[src/sv/espa_ram.sv]
module espa_ram #(
   parameter int WIDTH = 17,
   parameter int DEPTH = 256
) (
   input  logic                     clock,
   input  logic                     wr_en,
   input  logic [$clog2(DEPTH)-1:0] wr_addr,
   input  logic [WIDTH-1:0]         wr_data,
   input  logic                     rd_en,
   input  logic [$clog2(DEPTH)-1:0] rd_addr,
   output logic [WIDTH-1:0]         rd_data
);

   logic [WIDTH-1:0] mem [DEPTH];
   logic [WIDTH-1:0] rd_data_ff;

   always_ff @(posedge clock) begin
      if (wr_en) begin
         mem[wr_addr] <= wr_data;
      end
      if (rd_en) begin
         rd_data_ff <= mem[rd_addr];
      end
   end

   assign rd_data = rd_data_ff;

endmodule

[config.mk]
export PLATFORM = sky130hd
export DESIGN_NAME = espa_ram
export DESIGN_NICKNAME = d
export VERILOG_FILES = /design/src/sv/espa_ram.sv
export SDC_FILE = /design/constraint.sdc
export NUM_CORES = 2
export LEC_CHECK = 0
export BUFFER_PORTS_ARGS = -buffer_cell sky130_fd_sc_hd__clkbuf_2
export CAP_MARGIN = 20
export CORE_ASPECT_RATIO = 1.25
export CORE_MARGIN = 4
export CORE_UTILIZATION = 65
export DETAILED_ROUTE_END_ITERATION = 12
export MAX_ROUTING_LAYER = met4
export PLACE_DENSITY = 0.88
export SYNTH_ARGS = -nofsm -noshare
export SYNTH_HDL_FRONTEND = slang
export SYNTH_MEMORY_MAX_BITS = 65536
export SYNTH_SLANG_ARGS = --single-unit
[constraint.sdc]
create_clock -name clock -period 7.7 [get_ports clock]
set_clock_uncertainty 0.05 [all_clocks]
set_input_delay 2.31 -clock clock [delete_from_list [all_inputs] [get_ports clock]]
set_output_delay 2.31 -clock clock [all_outputs]
set_load 0.02 [all_outputs]
==> results of run 1 <==
==> per-stage QoR <==
step / std cells / hold slack, ns / setup WS, ns
2_1_floorplan: 7797 / 0.937 / 3.03
3_3_place_gp: 11301 / 1.09 / 0.717
3_5_place_dp: 11320 / 1.18 / 0.598
4_1_cts: 12012 / 1.21 / 1.53
==> cell families after synthesis <==
group	synth area share (%)
simple gates	2.19
buf+inv	2.14
compound gates	2.70
mux	15.7
flops	77.2
==> impl_metrics.tcl, run 1 <==
set metrics [dict create \
    cts_sinks 4369 \
    htreeDepth 5 \
    io_buffers 52 \
    ioPinCount 53 \
    core.rowCount 209 \
    yosys_register_bits 4369 \
    die_y_um 580 \
    antenna_found_initial 104 \
    yosys.area.top_type_share_pct 77.2 \
    outcome "stopped before the end" \
    cts_hold_buf 0 \
    synth-edff-count 4369 \
    synth_warnings 0 \
    post-synth-top-area-cell "edfxtp_1" \
    syn_area_um2 170000 \
    cts_resized 0 \
    error_line "[ERROR GRT-0228] Horizontal edge usage exceeds the maximum allowed. (37, 23) usage=65535 limit=3000" \
    synth_nets 7833 \
    synth_cells 7797 \
    syn_area_per_cell_um2 21.8 \
    initial_core_util_pct 65.4 \
    place_area_um2 176000 \
    yosysMostFrequentCell "edfxtp_1" \
    root_buffer "clkbuf_16" \
    post-cts-setup-buffers 0 \
    gp_congestion 1.04 \
    cts_buffer_depth 4 \
    die_x_um 465 \
    ys_types 73 \
    dominantRegCellSynth "edfxtp_1" \
    grt_max_degree 209 \
    stop_stage "global routing (5_1_grt)" \
    post_synth_most_frequent_cells "edfxtp_1, mux4_2, mux2i_1" \
    yosys-top-cells-area "edfxtp_1, mux4_2, mux2i_1, nor2_1, mux4_1" \
    ys_seq_area_share_pct 77.2 \
    async_flop_share_pct 0 \
    cts_buffers 389 \
    dpl.hpwl_mm 296 \
]
==> run 2: changes to the inputs <==
Settings changed: CORE_ASPECT_RATIO 1.25 to default, CORE_UTILIZATION 65 to 40, MAX_ROUTING_LAYER met4 to default, PLACE_DENSITY 0.88 to default, PLACE_DENSITY_LB_ADDON from default to 0.15.
==> impl_metrics.tcl, run 2 <==
set metrics [dict create \
    max_slew.worst_pin.slew_ns 1.44 \
    io_buffers 52 \
    nFillCells 35451 \
    setup_tns_ns 0 \
    critPathLaunch "rd_addr[0]" \
    grt_pass1_vias 84851 \
    cts_resized 0 \
    p_sw_share_pct 21.9 \
    multiInputGateArea_um2 35900 \
    report.final.slew_viol_count 0 \
    grt.overflow.total 0 \
    cts_hold_buf 0 \
    yosys-top-cells-area "edfxtp_1, mux4_2, mux2i_1, nor2_1, mux4_1" \
    htreeDepth 5 \
    fp.coreArea_um2 423000 \
    yosysMostFrequentCell "edfxtp_1" \
    dpl.hpwl_mm 304 \
    p_clk_share_pct 42.6 \
    hold_class "reg -> reg" \
    crit_path_top_delay_cell "nor4_1" \
    required_ns 8.51 \
    power_density_nw_per_um2 260 \
    critPathMaxStageDelay_ns 0.95 \
    regToRegStartpoint "mem[210][9]$_DFFE_PP_" \
    setup_viol 0 \
    post-cts-setup-buffers 0 \
    netSwitchingPower_mw 11.0 \
    die_y_um 660 \
    finalCriticalPeriod_ns 5.88 \
    maxCapViolations 0 \
    viasPerCell 5.90 \
    drcViolationCount 0 \
    yosys.area.top_type_share_pct 77.2 \
    postLayoutCoreUtil_pct 45.7 \
    cts_buffer_depth 4 \
    root_buffer "clkbuf_16" \
    start_kind "input port" \
    grt_max_degree 177 \
    die_area_um2 435000 \
    ys_seq_area_share_pct 77.2 \
    synth_warnings 0 \
    rsz0062_at_grt "no" \
    timing.fmax_ghz 0.170 \
    area_delta_synth_final_pct 14.0 \
    dominantRegCellSynth "edfxtp_1" \
    grt_pass1_wl_mm 698 \
    synth-edff-count 4369 \
    wl_mm 504 \
    final_hold_viol_count 0 \
    finalPower_mw 50.3 \
    initial_core_util_pct 40.1 \
    gp_congestion 0.874 \
    routed-via-count 84703 \
    r2r_end "rd_data[9]$_DFFE_PP_" \
    worstPathBufferInverterCount 4 \
    crit_arrival_ns 6.69 \
    worstSetupEndpoint "rd_data[9]$_DFFE_PP_" \
    ant_nets 0 \
    p_leak_nw 60.8 \
    post_synth_most_frequent_cells "edfxtp_1, mux4_2, mux2i_1" \
    path_clk_slew_ns 0.06 \
    hold_path.startpoint "mem[94][9]$_DFFE_PP_" \
    path_delay_family "buffers and inverters" \
    cp.depth 10 \
    clock_latency_ns 1.04 \
    core.rowCount 239 \
    largest_register_ffs 4352 \
    endpoint_kind "register" \
    pwr-share-seq_pct 52.3 \
    syn_area_per_cell_um2 21.8 \
    finalNetCount 8348 \
    crit_fanout 57 \
    worst-setup-path-type "in -> reg" \
    p_int_mw 39.3 \
    cts_buffers 454 \
    ioPinCount 53 \
    firstDrtPassIters 6 \
    crit_chain "buf_12 > buf_12 > buf_4 > mux2i_1 > o22ai_1 > o21ai_0 > a311o_1 > nor4_1 > buf_4 > and3_1" \
    outcome "finished clean" \
    synth_cells 7797 \
    layout_common_cells "edfxtp_1, mux4_2, mux2i_1, clkbuf_16, buf_4" \
    ff2ff_path_depth 8 \
    synth_nets 7833 \
    cts_tree "yes" \
    yosys_register_bits 4369 \
    rrSetupSlack_ns 4.21 \
    grt_usage_pct 22.9 \
    initialDrtViolationCount 10465 \
    period_share_pct 76.4 \
    ys_types 73 \
    async_flop_share_pct 0 \
    max_slew_margin_pct 3.72 \
    post-synth-top-area-cell "edfxtp_1" \
    hold_depth 4 \
    pwr-share-comb_pct 5.1 \
    cts_sinks 4369 \
    antenna_found_initial 34 \
    regMostFlops "mem" \
    seqCellArea_um2 131000 \
    wl_per_cell_um 35.1 \
    die_x_um 660 \
    final_common_cell "edfxtp_1" \
    drive_above_1_share_pct 26.6 \
    syn_area_um2 170000 \
    max-vdd-ir-drop_uv 226 \
]
run 2: how the worst min path moves through the flow:
| stage | end | slack, ns |
|---|---|---|
| after floorplan | rd_data[14]$_DFFE_PP_ | 0.94 |
| after global placement | rd_data[9]$_DFFE_PP_ | 1.04 |
| after detailed placement | rd_data[9]$_DFFE_PP_ | 1.07 |
| after CTS | rd_data[9]$_DFFE_PP_ | 1.09 |
| after global routing | rd_data[9]$_DFFE_PP_ | 1.13 |
| final | rd_data[9]$_DFFE_PP_ | 1.08 |
run 2: power groups by stage:
| stage | registers [mW] | logic, mW | clock network (mW) |
|---|---|---|---|
| 2_1_floorplan | 26.8 | 1.34 | 0 |
| 5_1_grt | 26.3 | 2.70 | 22.8 |
| 3_5_place_dp | 26.8 | 2.61 | 0 |
| 3_3_place_gp | 26.8 | 2.57 | 0 |
| 4_1_cts | 26.3 | 2.61 | 21.8 |
| 6_report | 26.3 | 2.59 | 21.4 |
run 2: per-stage QoR:
step	instances	setup WS, ns	instance area (um2)	hold slack, ns
final	14367	1.82	194000	1.08
after global routing	14361	1.83	194000	1.13
after detailed placement	13504	0.798	179000	1.07
after global placement	13463	0.495	178000	1.04
after CTS	14334	1.89	193000	1.09
after floorplan	7797	3.03	170000	0.937
run 2: kinds of logic after synthesis:
group | count (synthesis) | share of synthesized area [%]
simple gates | 836 | 2.19
compound gates | 649 | 2.70
flops | 4369 | 77.2
buf+inv | 471 | 2.14
mux | 1472 | 15.7
run 2: worst reg2reg max path, delay by kind of cell (launching register included):
family | cells | cell delay [ns]
mux | 1 | 0.07
flops | 1 | 0.33
compound gates | 1 | 0.30
buf+inv | 1 | 0.31
simple gates | 5 | 2.35
run 2: final cells by class:
cell class                      count  area share [%]
Antenna cell                       18          0.0233
Clock buffer                      569            6.10
Clock inverter                    261            1.33
Inverter                            5          0.0168
Multi-Input combinational cell   2957            18.5
Sequential cell                  4369            67.7
Tap cell                         5663            3.66
Timing Repair Buffer              525            2.63
run 2: layer usage:
layer / part of all wire (%) / vias to the layer above / track usage (%)
met5: 0.016 / - / 0
li1: - / 34085 / -
met4: 3.2 / 12 / 6.69
met1: 42 / 46271 / 32.8
met2: 46 / 3663 / 35.6
met3: 7.9 / 672 / 4.55
(Power assumes the default switching activity.)
